==> config.mk <==
export PLATFORM = sky130hd
export DESIGN_NAME = ultrasonic_range_record_gate_top
export DESIGN_NICKNAME = d
export VERILOG_FILES = /design/src/design/urrg_pkg.sv /design/src/design/urrg_cfg.sv /design/src/design/urrg_core.sv /design/src/design/ultrasonic_range_record_gate_top.sv
export SDC_FILE = /design/constraint.sdc
export NUM_CORES = 1
export LEC_CHECK = 0
export ABC_CLOCK_PERIOD_IN_PS = 21200
export BUFFER_PORTS_ARGS = -buffer_cell sky130_fd_sc_hd__buf_2
export CORE_MARGIN = 2
export CORE_UTILIZATION = 30
export CTS_BUF_LIST = sky130_fd_sc_hd__clkbuf_2
export CTS_CLUSTER_DIAMETER = 50
export CTS_CLUSTER_SIZE = 16
export DETAILED_ROUTE_END_ITERATION = 8
export GPL_TIMING_DRIVEN = 0
export PLACE_DENSITY = 0.47
export SLEW_MARGIN = 20
export SYNTH_ARGS = -nofsm -noshare
export SYNTH_HDL_FRONTEND = slang
export SYNTH_SLANG_ARGS = --single-unit
==> constraint.sdc <==
create_clock -name clk -period 21.2 [get_ports clk]
set_input_delay 1.06 -clock clk [delete_from_list [all_inputs] [get_ports clk]]
set_output_delay 1.06 -clock clk [all_outputs]
set_load 0.05 [all_outputs]
==> src/design/urrg_pkg.sv <==
`timescale 1ns / 1ps
// Shared types, constants and helper functions of the ultrasonic range gate.
// No dependencies; every other file of the block imports this package.
package urrg_pkg;

    localparam int CfgAddrW     = 3;
    localparam int CfgDataW     = 18;
    localparam int TickW        = 16;
    localparam int SinceW       = 18;
    localparam int DistW        = 10;
    localparam int TargetW      = 8;

    localparam logic [TickW-1:0]  TrigLastTick = 16'd10;
    localparam logic [TickW-1:0]  TickFull     = 16'hFFFF;
    localparam logic [SinceW-1:0] SinceMax     = 18'h3FFFF;
    localparam logic [DistW-1:0]  TimeoutCm    = 10'd999;
    localparam logic [10:0]       CmScale      = 11'd1124;
    localparam logic [11:0]       RecipFive    = 12'd3277;   // 2^14 / 5, rounded up
    localparam logic [8:0]        HighClamp    = 9'd255;

    // Configuration register indexes.
    typedef enum logic [CfgAddrW-1:0] {
        REG_ENABLE       = 3'd0,
        REG_TARGET_CM    = 3'd1,
        REG_PING_PERIOD  = 3'd2,
        REG_RISE_TIMEOUT = 3'd3,
        REG_ECHO_MAX     = 3'd4
    } urrg_reg_t;

    typedef enum logic [1:0] {
        PH_IDLE = 2'd0,
        PH_TRIG = 2'd1,
        PH_RISE = 2'd2,
        PH_MEAS = 2'd3
    } urrg_phase_t;

    typedef struct packed {
        logic               enable;
        logic [TargetW-1:0] target_cm;
        logic [SinceW-1:0]  ping_period;
        logic [TickW-1:0]   rise_timeout;
        logic [TickW-1:0]   echo_max;
    } urrg_cfg_t;

    typedef struct packed {
        logic             timed_out;
        logic [DistW-1:0] distance_cm;
        logic             measured;
        logic             recording;
        logic             trigger_level;
    } urrg_result_t;

    // Exact floor(x / 5) for any 11-bit x (below 2048) by reciprocal multiplication.
    function automatic logic [8:0] div5(input logic [10:0] x);
        logic [22:0] prod;
        prod = 23'(x) * 23'(RecipFive);
        return prod[22:14];
    endfunction

    // Echo width in microsecond ticks to centimetres, saturated at the timeout code.
    function automatic logic [DistW-1:0] ticks_to_cm(input logic [TickW-1:0] width);
        logic [26:0] prod;
        logic [10:0] cm;
        prod = 27'(width) * 27'(CmScale);
        cm   = prod[26:16];
        return (cm > 11'(TimeoutCm)) ? TimeoutCm : cm[DistW-1:0];
    endfunction

endpackage

==> src/design/urrg_cfg.sv <==
`timescale 1ns / 1ps
// Configuration register file of the ultrasonic range gate.
// Depends on urrg_pkg for the register indexes and the configuration struct.
module urrg_cfg
    import urrg_pkg::*;
(
    input  logic                clk,
    input  logic                rst_n,
    input  logic                cfg_we,
    input  logic [CfgAddrW-1:0] cfg_addr,
    input  logic [CfgDataW-1:0] cfg_wdata,
    output urrg_cfg_t           cfg
);

    urrg_cfg_t cfg_reg;
    urrg_cfg_t cfg_next;

    always_comb
    begin
        cfg_next = cfg_reg;
        if (cfg_we)
        begin
            unique case (cfg_addr)
                REG_ENABLE:       cfg_next.enable       = cfg_wdata[0];
                REG_TARGET_CM:    cfg_next.target_cm    = cfg_wdata[TargetW-1:0];
                REG_PING_PERIOD:  cfg_next.ping_period  = cfg_wdata[SinceW-1:0];
                REG_RISE_TIMEOUT: cfg_next.rise_timeout = cfg_wdata[TickW-1:0];
                REG_ECHO_MAX:     cfg_next.echo_max     = cfg_wdata[TickW-1:0];
                default:          cfg_next = cfg_reg;   // unmapped indexes are ignored
            endcase
        end
    end

    always_ff @(posedge clk or negedge rst_n)
    begin
        if (!rst_n)
        begin
            cfg_reg.enable       <= 1'b0;
            cfg_reg.target_cm    <= '0;
            cfg_reg.ping_period  <= 18'd250000;
            cfg_reg.rise_timeout <= 16'd60000;
            cfg_reg.echo_max     <= 16'd38000;
        end
        else
        begin
            cfg_reg <= cfg_next;
        end
    end

    assign cfg = cfg_reg;

endmodule

==> src/design/urrg_core.sv <==
`timescale 1ns / 1ps
// Ranging sequencer and record gate: per-tick state update and result.
// Depends on urrg_pkg for the phase type, configuration and result structs.
module urrg_core
    import urrg_pkg::*;
(
    input  logic         clk,
    input  logic         rst_n,
    input  urrg_cfg_t    cfg,
    input  logic         step,        // commit one tick
    input  logic         echo_level,
    output urrg_result_t res
);

    urrg_phase_t        phase_reg, phase_next;
    logic [TickW-1:0]   ticks_reg, ticks_next;
    logic [SinceW-1:0]  since_reg, since_next;
    logic               capture_reg, capture_next;
    logic [DistW-1:0]   dist_reg, dist_next;

    logic [8:0]         thr_low;
    logic [8:0]         thr_high_raw;
    logic [8:0]         thr_high;
    logic               done;
    logic [DistW-1:0]   done_dist;
    urrg_phase_t        phase_eff;

    // Record thresholds: floor(target*4/5) and min(255, floor(target*6/5)).
    assign thr_low      = div5({1'b0, cfg.target_cm, 2'b00});
    assign thr_high_raw = div5(11'({cfg.target_cm, 2'b00}) + 11'({cfg.target_cm, 1'b0}));
    assign thr_high     = (thr_high_raw > HighClamp) ? HighClamp : thr_high_raw;

    always_comb
    begin
        phase_next   = phase_reg;
        ticks_next   = ticks_reg;
        since_next   = since_reg;
        capture_next = capture_reg;
        dist_next    = dist_reg;
        done         = 1'b0;
        done_dist    = TimeoutCm;
        phase_eff    = phase_reg;
        res          = '0;

        if (!cfg.enable)
        begin
            phase_next   = PH_IDLE;
            ticks_next   = '0;
            capture_next = 1'b0;
        end
        else
        begin
            // A ping starting now makes this tick the first trigger tick.
            if (phase_reg == PH_IDLE && since_reg > cfg.ping_period)
            begin
                phase_eff  = PH_TRIG;
                since_next = '0;
                ticks_next = '0;
            end

            unique case (phase_eff)
                PH_TRIG:
                begin
                    res.trigger_level = 1'b1;
                    if (ticks_next >= TrigLastTick)
                    begin
                        phase_next = PH_RISE;
                        ticks_next = '0;
                    end
                    else
                    begin
                        phase_next = PH_TRIG;
                        ticks_next = ticks_next + 1'b1;
                    end
                end
                PH_RISE:
                begin
                    if (echo_level)
                    begin
                        phase_next = PH_MEAS;
                        ticks_next = 16'd1;
                    end
                    else if (ticks_reg >= cfg.rise_timeout)
                    begin
                        done          = 1'b1;
                        res.timed_out = 1'b1;
                    end
                    else
                    begin
                        ticks_next = ticks_reg + 1'b1;
                    end
                end
                PH_MEAS:
                begin
                    if (echo_level)
                    begin
                        if (ticks_reg > cfg.echo_max || ticks_reg == TickFull)
                        begin
                            done          = 1'b1;
                            res.timed_out = 1'b1;
                        end
                        else
                        begin
                            ticks_next = ticks_reg + 1'b1;
                        end
                    end
                    else
                    begin
                        done      = 1'b1;
                        done_dist = ticks_to_cm(ticks_reg);
                    end
                end
                default:
                begin
                    phase_next = PH_IDLE;
                end
            endcase

            if (done)
            begin
                dist_next  = done_dist;
                phase_next = PH_IDLE;
                ticks_next = '0;
                if (10'(done_dist) < 10'(thr_low) && !capture_reg)
                    capture_next = 1'b1;
                else if (done_dist > 10'(thr_high) && capture_reg)
                    capture_next = 1'b0;
            end
        end

        // since_next is zero after a ping start, so the count resumes from there.
        if (since_next != SinceMax)
            since_next = since_next + 1'b1;

        res.measured    = done;
        res.recording   = capture_next;
        res.distance_cm = dist_next;
    end

    always_ff @(posedge clk or negedge rst_n)
    begin
        if (!rst_n)
        begin
            phase_reg   <= PH_IDLE;
            ticks_reg   <= '0;
            since_reg   <= '0;
            capture_reg <= 1'b0;
            dist_reg    <= '0;
        end
        else if (step)
        begin
            phase_reg   <= phase_next;
            ticks_reg   <= ticks_next;
            since_reg   <= since_next;
            capture_reg <= capture_next;
            dist_reg    <= dist_next;
        end
    end

    // A timeout is always reported as a completed measurement.
    a_timeout_is_measured: assert property (@(posedge clk) disable iff (!rst_n)
        res.timed_out |-> res.measured)
        else $error("timeout flagged without a completed measurement");

    // A disabled tick leaves the sequencer idle with recording off.
    a_disable_clears: assert property (@(posedge clk) disable iff (!rst_n)
        step && !cfg.enable |=> phase_reg == PH_IDLE && !capture_reg && ticks_reg == '0)
        else $error("disabled tick did not clear the sequencer");

    // A completed measurement always returns the sequencer to idle.
    a_done_to_idle: assert property (@(posedge clk) disable iff (!rst_n)
        step && res.measured |=> phase_reg == PH_IDLE)
        else $error("sequencer not idle after a completed measurement");

    // The stored distance never exceeds the timeout code.
    a_dist_range: assert property (@(posedge clk) disable iff (!rst_n)
        dist_reg <= TimeoutCm)
        else $error("stored distance out of range");

endmodule

==> src/design/ultrasonic_range_record_gate_top.sv <==
`timescale 1ns / 1ps
// Top level of the ultrasonic range gate: input register, sequencer, result register.
// Depends on urrg_pkg, urrg_cfg and urrg_core.
//
// Usage: every request on the slave channel is one microsecond tick and carries the
// sampled echo pin level in s_tdata bit 0. Each tick yields exactly one request on
// the master channel with the trigger pin level, the recording flag, the measured
// strobe and the last distance in m_tdata, and the timeout flag in m_tuser.
// While enabled, a ping starts once more than ping_period ticks have passed since
// the previous one; the trigger is high for 11 ticks, then the echo rise is awaited
// and the echo pulse is timed. A measurement below floor(4/5 of target_cm) starts
// recording, one above 6/5 of target_cm (at most 255 cm) stops it.
// An accepted tick passes through the input register, where the sequencer state is
// updated, and then through the result register on its way to the master channel.
// While the receiver keeps m_tready high, one tick per cycle is taken; the state
// update for one tick is a single pass of logic between the input register and the
// state and result registers, so nothing else limits the rate below one per clock.
// When the receiver stalls, the result register holds its request, the input
// register holds the next tick, and s_tready drops only once both are full.
// Reset clears the sequencer to idle, recording off, distance zero, and loads the
// register defaults (disabled, ping period 250000, rise timeout 60000, echo max
// 38000). Configuration writes on cfg_we take effect at the next clock edge.
module ultrasonic_range_record_gate_top
    import urrg_pkg::*;
(
    input  logic                clk,
    input  logic                rst_n,
    // Configuration write port.
    input  logic                cfg_we,
    input  logic [CfgAddrW-1:0] cfg_addr,
    input  logic [CfgDataW-1:0] cfg_wdata,
    // Tick input channel.
    input  logic                s_tvalid,
    output logic                s_tready,
    input  logic [7:0]          s_tdata,   // [0] echo_level, [7:1] zero
    // Result channel.
    output logic                m_tvalid,
    input  logic                m_tready,
    output logic [15:0]         m_tdata,   // [0] trigger_level, [1] recording,
                                           // [2] measured, [12:3] distance_cm, [15:13] zero
    output logic [0:0]          m_tuser    // [0] timed_out
);

    urrg_cfg_t    cfg;
    urrg_result_t res;

    logic         in_valid_reg;
    logic         echo_reg;
    logic         out_valid_reg;
    urrg_result_t out_reg;
    logic         advance;

    urrg_cfg u_cfg (
        .clk       (clk),
        .rst_n     (rst_n),
        .cfg_we    (cfg_we),
        .cfg_addr  (cfg_addr),
        .cfg_wdata (cfg_wdata),
        .cfg       (cfg)
    );

    // The held tick moves on whenever the result register is free or being drained.
    assign advance  = in_valid_reg && (!out_valid_reg || m_tready);
    assign s_tready = !in_valid_reg || advance;

    urrg_core u_core (
        .clk        (clk),
        .rst_n      (rst_n),
        .cfg        (cfg),
        .step       (advance),
        .echo_level (echo_reg),
        .res        (res)
    );

    always_ff @(posedge clk or negedge rst_n)
    begin
        if (!rst_n)
        begin
            in_valid_reg  <= 1'b0;
            out_valid_reg <= 1'b0;
        end
        else
        begin
            if (s_tvalid && s_tready)
                in_valid_reg <= 1'b1;
            else if (advance)
                in_valid_reg <= 1'b0;

            if (advance)
                out_valid_reg <= 1'b1;
            else if (m_tready)
                out_valid_reg <= 1'b0;
        end
    end

    // Payload registers carry no reset.
    always_ff @(posedge clk)
    begin
        if (s_tvalid && s_tready)
            echo_reg <= s_tdata[0];
        if (advance)
            out_reg <= res;
    end

    assign m_tvalid = out_valid_reg;
    assign m_tdata  = {3'b000, out_reg.distance_cm, out_reg.measured,
                       out_reg.recording, out_reg.trigger_level};
    assign m_tuser  = out_reg.timed_out;

    // Every tick that advances out of the input register loads the result register next cycle.
    a_advance_fills: assert property (@(posedge clk) disable iff (!rst_n)
        advance |=> out_valid_reg)
        else $error("result register not loaded after a tick advanced");

    // Input is refused only when both the input and result registers are occupied.
    a_ready_rule: assert property (@(posedge clk) disable iff (!rst_n)
        !s_tready |-> in_valid_reg && out_valid_reg && !m_tready)
        else $error("input refused with room available");

    // A trigger tick never reports a measurement.
    a_trig_no_meas: assert property (@(posedge clk) disable iff (!rst_n)
        out_valid_reg |-> !(out_reg.trigger_level && out_reg.measured))
        else $error("trigger and measurement in the same tick");

endmodule
== Word-level counts from Yosys, hierarchy flattened ==
Cells that the tools add are included.

* Register bits after elaboration: 123
* Input port bits: 34
* Output and inout port bits: 19
* Word-level logic and storage cells: 109

* $add $sub $neg: 4
* $mul: 3
* Magnitude comparators: 8
* Equality and inequality tests: 11
* Multiplexer cells: 44
* Reductions and logical operators: 21

{| class="wikitable"
|+ Operators with widths
! cell !! number
|-
| $mux W16 || 9
|-
| $mux W10 || 6
|-
| $mux W18 || 3
|-
| $pmux W16 S3 || 1
|-
| $add A16 B1 Y16 const B || 2
|-
| $mul A16 B9 Y25 const B || 1
|-
| $mul A11 B12 Y23 const B || 1
|-
| $mul A8 B12 Y20 const B || 1
|-
| $add A18 B1 Y18 const B || 1
|-
| $gt A18 B18 Y1 || 1
|-
| $ne A18 B18 Y1 const B || 1
|-
| $eq A16 B16 Y1 const B || 1
|-
| $ge A16 B16 Y1 || 1
|-
| $ge A16 B4 Y1 const B || 1
|-
| $gt A16 B16 Y1 || 1
|-
| $mux W1 || 15
|-
| $mux W2 || 6
|-
| $add A10 B9 Y11 || 1
|-
| $gt A11 B10 Y1 const B || 1
|-
| $gt A10 B9 Y1 || 1
|-
| $lt A10 B8 Y1 || 1
|-
| $reduce_and A2 Y1 || 5
|-
| $gt A9 B8 Y1 const B || 1
|-
| $mux W9 || 1
|-
| other kinds (16) || 28
|}

== Longest topological paths before layout ==
Gate-level depths: netlist (run 1).

* Depth in word-level cells: 13
* Gate-level depth with buffers: 38
* Mapped depth without buffers: 38

== By module ==
From an unflattened synthesis (run 1), not the netlist that was laid out.

* Cells, all modules: 1,369
* Area, all modules: 13,236.4 µm²

{| class="wikitable"
|+ By module, submodules not included
! module !! instances !! cells an instance !! area an instance (µm²) !! seq. area each (µm²)
|-
| urrg_core || 1 || 1,213 || 10,287.4 || 1,176.1
|-
| urrg_cfg || 1 || 129 || 2,368.5 || 1,501.4
|-
| ultrasonic_range_record_gate_top || 1 || 27 || 580.6 || 500.5
|}

== Least setup slack after synthesis (run 1) ==
OpenSTA, ideal clock, no wires.

* Kind: register to register
* Start: reg u_cfg.cfg_reg (netlist bit u_cfg.cfg[51])
* End: reg u_core.capture_reg
* Library setup time: 94 ps
* Arrival: 8,209 ps
* Data required time: 21,106 ps
* Slack: 12,897 ps
* Stages on the path, launching flop included: 37
* Buffers on the path: 0
* Clock period less this slack: 8,303 ps
* Path through: dfrtp_1 ha_1 a21o_1 a21oi_1 o21ai_1 a21oi_1 o21ai_1 xnor2_1 ha_1 fa_1 inv_1 fa_1 fa_1 inv_1 fa_1 ha_1 o21a_1 o21ai_0 nor2_1 a211oi_2 a21oi_2 a41o_1 o41a_4 a21oi_4 xnor2_2 nor2_1 ha_1 nor2b_1 o21a_1 o21a_1 o21ai_1 nand2b_1 a21oi_1 o21ai_0 o311ai_0 nand3_1 a211oi_1

* Cells in the longest elaborated chain, start to end: 10
* Elaborated cells on any way between the ends: 13
* Those cells by class: add/sub (1); mul (2); order compare (3); mux (5); reduce/logical (2)

{| class="wikitable"
|+ RTL lines
! element !! line !! source
|-
| start: declaration || urrg_cfg.sv:15 || <nowiki>urrg_cfg_t cfg_reg;</nowiki>
|-
| start signal: assignment || urrg_cfg.sv:46 || <nowiki>cfg_reg <= cfg_next;</nowiki>
|-
| $add A10 B9 Y11 || urrg_core.sv:30 || <nowiki>assign thr_high_raw = div5(11'({cfg.target_cm, 2'b00}) + 11'({cfg.target_cm, 1'b0}));</nowiki>
|-
| $mul A11 B12 Y23 || urrg_pkg.sv:56 || <nowiki>prod = 23'(x) * 23'(RecipFive);</nowiki>
|-
| $gt A9 B8 Y1 || urrg_core.sv:31 || <nowiki>assign thr_high = (thr_high_raw > HighClamp) ? HighClamp : thr_high_raw;</nowiki>
|-
| $mux W9 || urrg_core.sv:31 ||
|-
| $gt A10 B9 Y1 || urrg_core.sv:126 || <nowiki>else if (done_dist > 10'(thr_high) && capture_reg)</nowiki>
|-
| $logic_and A1 B1 Y1 || urrg_core.sv:126 ||
|-
| $mux W1 || urrg_core.sv:126 ||
|-
| $mux W1 (*) || urrg_core.sv:124 || <nowiki>if (10'(done_dist) < 10'(thr_low) && !capture_reg)</nowiki>
|-
| $mux W1 (*) || urrg_core.sv:119 || <nowiki>if (done)</nowiki>
|-
| $mux W1 (*) || urrg_core.sv:45 || <nowiki>if (!cfg.enable)</nowiki>
|-
| end signal: assignment || urrg_core.sv:155 || <nowiki>capture_reg <= capture_next;</nowiki>
|-
| end: declaration || urrg_core.sv:18 || <nowiki>logic capture_reg, capture_next;</nowiki>
|}

Every way passes the cells marked *; elsewhere a longest branch is shown, timed or not.
A chain may end at the register's enable or synchronous reset.

==> results of run 1 <==
==> per-layer routing <==
metal / GRT usage, % / vias up / wire length, um
met5: 0 / - / 0
met4: 3.69 / 0 / 419
met3: 1.83 / 26 / 718
met2: 26.0 / 116 / 15400
met1: 21.9 / 4688 / 16400
li1: - / 4854 / -
==> cell families after synthesis <==
group                      share of synthesized area [%]
buffers and inverters                               7.74
adders and majority gates                           34.3
AOI/OAI and AO/OA                                   14.9
DFF                                                 24.9
other                                             0.0293
xor gates and xnor gates                            3.20
and+or+nand+nor                                     11.2
muxes                                               3.66
==> worst reg2reg max path, delay by kind of cell, from the launching register on <==
kind / cells / cell delay (ns)
adder cells (fa/ha/maj): 8 / 3.38
buffers and inverters: 2 / 0.12
AND/OR/NAND/NOR: 6 / 0.67
XOR/XNOR: 2 / 0.56
flip-flops: 1 / 0.60
AO/OA/AOI/OAI: 18 / 3.74
==> cell usage in the layout (no fill, tap or decap), drive strengths merged, types with 16 or more instances in the layout <==
master / synthesis / routed
xor2: 19 / 19
fa: 63 / 63
inv: 230 / 235
nand2b: 20 / 20
o21ai: 81 / 81
clkbuf: 21 / 40
nor2: 54 / 54
a21o: 30 / 30
dfstp: 20 / 20
mux2: 38 / 38
nand4: 17 / 17
buf: 8 / 52
a21oi: 65 / 65
and3: 16 / 16
nand2: 109 / 109
dfrtp: 88 / 88
ha: 250 / 250
xnor2: 26 / 26
nand3: 26 / 26
==> path summary, 6_finish.rpt <==
check | end | slack [ns] | cells past startpoint | startpoint
worst max register to register | m_tdata[1]$_DFFE_PP_ | 11.97 | 36 | u_cfg.cfg[52]$_DFFE_PN0P_
min in group clk | echo_reg$_DFFE_PP_ | 0.44 | 1 | s_tdata[0]
worst min-delay path | u_cfg.cfg[34]$_DFFE_PN0P_ | 0.15 | 1 | rst_n
worst max-delay path | m_tdata[1]$_DFFE_PP_ | 11.97 | 36 | u_cfg.cfg[52]$_DFFE_PN0P_
max in group asynchronous | u_core.dist_reg[1]$_DFFE_PN0P_ | 20.32 | 2 | rst_n
worst min register to register | u_core.since_reg[0]$_DFFE_PN0P_ | 0.51 | 1 | u_core.since_reg[0]$_DFFE_PN0P_
==> Yosys cell counts (15+ instances only) <==
| master | number | area [um^2] |
|---|---|---|
| ha_1 | 250 | 3130 |
| and3_1 | 16 | 100 |
| nand2_1 | 109 | 409 |
| clkbuf_1 | 21 | 78.8 |
| o21ai_0 | 56 | 280 |
| nor2_1 | 53 | 199 |
| nand3_1 | 26 | 130 |
| o21ai_1 | 24 | 120 |
| dfrtp_1 | 88 | 2200 |
| mux2_2 | 35 | 394 |
| dfstp_2 | 20 | 526 |
| nand4_1 | 17 | 106 |
| edfxtp_1 | 15 | 450 |
| nand2b_1 | 20 | 125 |
| a21oi_1 | 63 | 315 |
| a21o_1 | 30 | 225 |
| xor2_1 | 19 | 166 |
| inv_1 | 229 | 860 |
| xnor2_1 | 24 | 210 |
| fa_1 | 63 | 1260 |
==> area by class of cell <==
class                      instances  share of cell area [%]
antenna                            2                  0.0358
sequential                       123                    22.7
inverter                         230                    6.17
multi-input combinational        986                    61.6
clock inverter                    13                    1.16
clock buffer                      19                   0.680
timing repair buffer              44                    1.89
tap                              539                    4.82
buffer                            29                   0.912
==> stage by stage <==
stage,util (%),hold WS [ns]
after global routing,33.3,0.0755
after detailed placement,32.7,0.480
after global placement,32.5,0.470
after floorplan,-,0.457
after CTS,33.3,0.0593
final,33.3,0.154
==> run_results.csv, run 1 <==
group,metric,value,unit
grt,grt_max_degree,72,
cells_and_area,multi_input_area,8620,um^2
drt,drt_iter0_markers,529,
synthesis,ys_seq_area_share,24.9,%
synthesis,synth-edff-count,15,
cells_and_area,stdcell_count,1985,
placement,place_hpwl,26200,um
floorplanning,core-area,42000,um^2
cts,clk_pin_slew,0.23,ns
floorplanning,num_rows,75,
floorplanning,start_util,30.4,%
cells_and_area,largest_reg_flops,59,
placement,place_ws,11.98,ns
cells_and_area,seq_area,3180,um^2
floorplanning,fp.dieW,210,um
synthesis,ys_async_sr_fraction,87.8,%
flow_run,drv_cap,0,
cts,htreeDepth,4,
drt,drc,0,
synthesis,netlist_area,12800,um^2
drt,ant_nets,0,
drt,drt_first_pass_iters,5,
timing,worst_pin_slew,0.932,ns
grt,grt_use_total,15.7,%
synthesis,ys_ff_latch,123,
floorplanning,die_area,44300,um^2
hold_path,hp-class,"in2async",
timing,final-hold-violation-count,0,
timing,setup_tns,0,ns
worst_setup_path,max_stage_delay,0.60,ns
cts,cts_num_sinks,123,
outcome,status,"finished clean",
timing,clock_skew,0.0629,ns
cells_and_area,areaGrowthSynthToFinish,9.47,%
floorplanning,io_pins,53,
drt,drt_wl_total,32900,um
cells_and_area,nets,1778,
cells_and_area,num-fill-cells,4390,
synthesis,yosys_warnings,0,
cts,clk_latency,0.80,ns
worst_setup_path,critPathArrivalTime,9.84,ns
worst_setup_path,path_class,"reg2reg",
worst_setup_path,cp_max_fo,8,
synthesis,post_synth_num_cell_types,81,
cts,root_buffer,"clkbuf_2",
cts,cts_hold_buf,0,
placement,place_area,13700,um^2
timing,worst_slack,11.97,ns
cts,cts_tree,"done",
grt,grt_pass1_wl,54000,um
cells_and_area,final_cell_area,14000,um^2
timing,slew_viol_final,0,
worst_setup_path,crit_family,"compound AO/OA/AOI/OAI gates",
cts,cts_resized,0,
synthesis,synthCells,1366,
drt,vias,9684,
worst_setup_path,worstPathRequired,21.81,ns
synthesis,synth.avg_cell_area,9.36,um^2
worst_setup_path,crit_buf_inv,2,
worst_setup_path,slowest_stage,"dfrtp_1",
grt,grt_pass1_vias,9924,
worst_setup_path,crit_path_start_kind,"flip-flop",
cells_and_area,drive_gt1_share,10.9,%
placement,dp.cells,1951,
timing,rsz0062_at_grt,"no",
timing,max_freq,108,MHz
cts,clk_path_buf_depth,2,
grt,grt_antenna_before_repair,1,
cts,cts_buffers,17,
timing,fin_crit,9.23,ns
synthesis,ys.flop_type,"dfrtp_1",
floorplanning,chipHeight,210,um
worst_setup_path,worst_setup_path_end_kind,"flip-flop",
drt,vias_per_cell,4.88,
grt,grt_overflow_total,0,
drt,wire_per_inst,16.6,um
timing,slew_headroom,37.8,%
timing,finalCritPeriodShare,43.6,%
placement,gp_congestion,0.798,
timing,setup-violations-final,0,
cts,cts_setup_buffers,0,
placement,io_buffer_count,42,
Power of run 1 is left out: the tool's default activity adds up to more than one toggle a clock period on the data nets, which glitch-free logic cannot reach.
==> run 2, diff against run 1 <==
ABC_AREA = 1   (was default)
ABC_CLOCK_PERIOD_IN_PS = 8700   (was 21200)
clock period = 8.7 ns   (was 21.2 ns; I/O delays follow)
==> run 2 against run 1 <==
Core utilization rose by 0.74 points; largest cell class unchanged; register-to-register slack got worse by 11 ns; count of clock-buffer cells in the layout rose by 2; via count rose by 20%; worst hold slack got worse by 0.073 ns; first-iteration DRC count fell by 20%; critical path depth rose by 6; maximum frequency rose by 14%; die area rose by 8.5%; synthesized cell count rose by 31%.
==> run_results.csv, run 2 <==
group,metric,value,unit
worst_setup_path,path_class,"reg2reg",
floorplanning,num_rows,78,
timing,finalCritPeriodShare,92.8,%
worst_setup_path,worstPathRequired,9.28,ns
timing,rsz0062_at_grt,"no",
timing,fin_crit,8.07,ns
hold_path,holdPathStages,3,
hold_path,hold_path_end,"u_cfg.cfg[0]$_DFFE_PN0P_",
worst_setup_path,cp_max_fo,6,
synthesis,synth.area.top_cells,"ha_1 23%, dfrtp_1 16%, nand2_1 11%, inv_1 9.3%, fa_1 9.1%",
synthesis,netlist_area,13900,um^2
cells_and_area,areaGrowthSynthToFinish,11.6,%
floorplanning,die_area,48000,um^2
timing,clock_skew,0.0571,ns
worst_setup_path,reg2regPathDepth,42,
timing,setup-violations-final,0,
floorplanning,chipHeight,219,um
grt,grt_overflow_total,0,
outcome,status,"finished clean",
synthesis,yosysMostFrequentCell,"nand2_1",
cells_and_area,final_common_cell,"nand2_1",
placement,place_ws,0.218,ns
placement,place_hpwl,29700,um
drt,drt_wl_total,36600,um
cts,cts_tree,"done",
drt,ant_nets,0,
timing,setup_tns,0,ns
cells_and_area,nets,2236,
timing,worst_slack,0.627,ns
synthesis,synth-edff-count,15,
grt,grt_pass1_wl,59800,um
grt,grt_max_degree,65,
synthesis,synth.avg_cell_area,7.76,um^2
synthesis,ys.flop_type,"dfrtp_1",
timing,max_freq,124,MHz
grt,grt_use_total,15.9,%
synthesis,synthTopCellsByCount,"415 x nand2_1, 345 x inv_1, 250 x ha_1",
worst_setup_path,worst_setup_path_end_kind,"flip-flop",
drt,vias,11611,
synthesis,yosys_warnings,0,
drt,wire_per_inst,14.6,um
synthesis,ys_async_sr_fraction,87.8,%
worst_setup_path,r2r_end,"m_tdata[1]$_DFFE_PP_",
cells_and_area,largest_reg_flops,59,
cts,clk_path_buf_depth,2,
cts,cts_num_sinks,123,
drt,drt_iter0_markers,423,
floorplanning,io_pins,53,
worst_setup_path,slowest_stage,"fa_1",
cts,clk_pin_slew,0.23,ns
synthesis,ys_ff_latch,123,
flow_run,drv_cap,0,
drt,drt_first_pass_iters,5,
placement,dp.cells,2436,
placement,gp_congestion,0.841,
cts,root_buffer,"clkbuf_2",
drt,drc,0,
synthesis,yosysTopAreaCell,"ha_1",
timing,slew_headroom,35.3,%
timing,slew_viol_final,0,
hold_path,hp-class,"in2reg",
synthesis,synth_top_area_share,22.5,%
floorplanning,fp.dieW,219,um
cts,clk_latency,0.78,ns
timing,final-hold-violation-count,0,
cells_and_area,layout_common_cells,"415 x nand2_1, 345 x inv_1, 249 x ha_1",
cells_and_area,stdcell_count,2503,
synthesis,post_synth_num_cell_types,58,
floorplanning,core-area,45600,um^2
placement,io_buffer_count,42,
worst_setup_path,worstReg2RegStart,"u_cfg.cfg[51]$_DFFE_PN0P_",
cells_and_area,final_util,34.0,%
timing,worst_pin_slew,0.970,ns
cts,htreeDepth,4,
drt,vias_per_cell,4.64,
cts,cts_buffers,17,
worst_setup_path,max_stage_delay,0.59,ns
synthesis,synthCells,1791,
hold_path,hold_start,"cfg_wdata[0]",
grt,grt_pass1_vias,11285,
synthesis,ys_seq_area_share,22.9,%
cells_and_area,drive_gt1_share,10.4,%
floorplanning,start_util,30.5,%
worst_setup_path,crit_path_start_kind,"flip-flop",
worst_setup_path,r2r_setup_slack,0.63,ns
worst_setup_path,critPathArrivalTime,8.65,ns
grt,grt_antenna_before_repair,1,
-- run 2: cell types whose count changed after synthesis, moves of 22 or more --
cell and change:
nand3_1 +66, o21ai_0 +48, inv_1 +116, nand2_1 +306, mux2_2 -35, a21o_1 -23
nor2_1 +22
-- run 2: metrics by stage --
| stage | instance area, um^2 | hold WS, ns |
|---|---|---|
| 2_1_floorplan | 13900 | 0.139 |
| 3_3_place_gp | 14900 | 0.462 |
| 3_5_place_dp | 14900 | 0.409 |
| 4_1_cts | 15400 | 0.00383 |
| 5_1_grt | 15500 | 0.00529 |
| 6_report | 15500 | 0.0810 |
-- run 2: logic make-up after synthesis --
group                      share of synthesized area (%)
other                                             0.0270
xor gates and xnor gates                            2.83
AOI/OAI and AO/OA                                   10.3
buffers and inverters                               10.9
and+or+nand+nor                                     21.5
adders and majority gates                           31.6
DFF                                                 22.9
-- run 2: worst max-delay path by stage --
stage	to	depth (start not counted)	startpoint	slack, ns
floorplan	m_tdata[1]$_DFFE_PP_	42	u_cfg.cfg[52]$_DFFE_PN0P_	1.34
global placement	m_tdata[1]$_DFFE_PP_	41	u_cfg.cfg[52]$_DFFE_PN0P_	0.26
detailed placement	m_tdata[1]$_DFFE_PP_	42	u_cfg.cfg[50]$_DFFE_PN0P_	0.22
CTS	m_tdata[1]$_DFFE_PP_	42	u_cfg.cfg[50]$_DFFE_PN0P_	0.11
global route	u_core.capture_reg$_DFFE_PN0P_	44	u_cfg.cfg[50]$_DFFE_PN0P_	0.05
finish	m_tdata[1]$_DFFE_PP_	42	u_cfg.cfg[51]$_DFFE_PN0P_	0.63
-- run 2: cell type report --
class	count	area (um^2)
fill	4853	30100
buffer	32	181
clock buffer	21	105
antenna	1	2.50
inverter	355	1340
sequential	123	3180
tap	600	751
clock inverter	11	148
timing repair buffer	77	567
multi-input combinational	1283	9230
-- run 2: timing repair --
item | CTS | global route
hold buffers | 27 | 0
endpoints found under the setup margin | 0 | 2
setup buffers | 0 | 7
resized for setup | 0 | 11
hold endpoints to repair | 130 | 0
-- run 2: routing by layer --
layer | part of all wire (%) | routed length [um] | up-vias | track usage [%]
li1 | - | - | 5974 | -
met1 | 50 | 18200 | 5455 | 22.0
met2 | 46 | 16800 | 159 | 26.2
met3 | 3.2 | 1180 | 23 | 2.79
met4 | 0.99 | 361 | 0 | 2.61
met5 | 0 | 0 | - | 0
-- run 2: worst max-delay path, delay by kind of cell (launching register included) --
family                     cells  cell delay, ns
xor gates and xnor gates       1            0.18
buffers and inverters          7            0.43
adders and majority gates      9            3.68
and+or+nand+nor               15            1.60
DFF                            1            0.50
AOI/OAI and AO/OA             10            1.48
Power of run 2 is left out for the same reason.
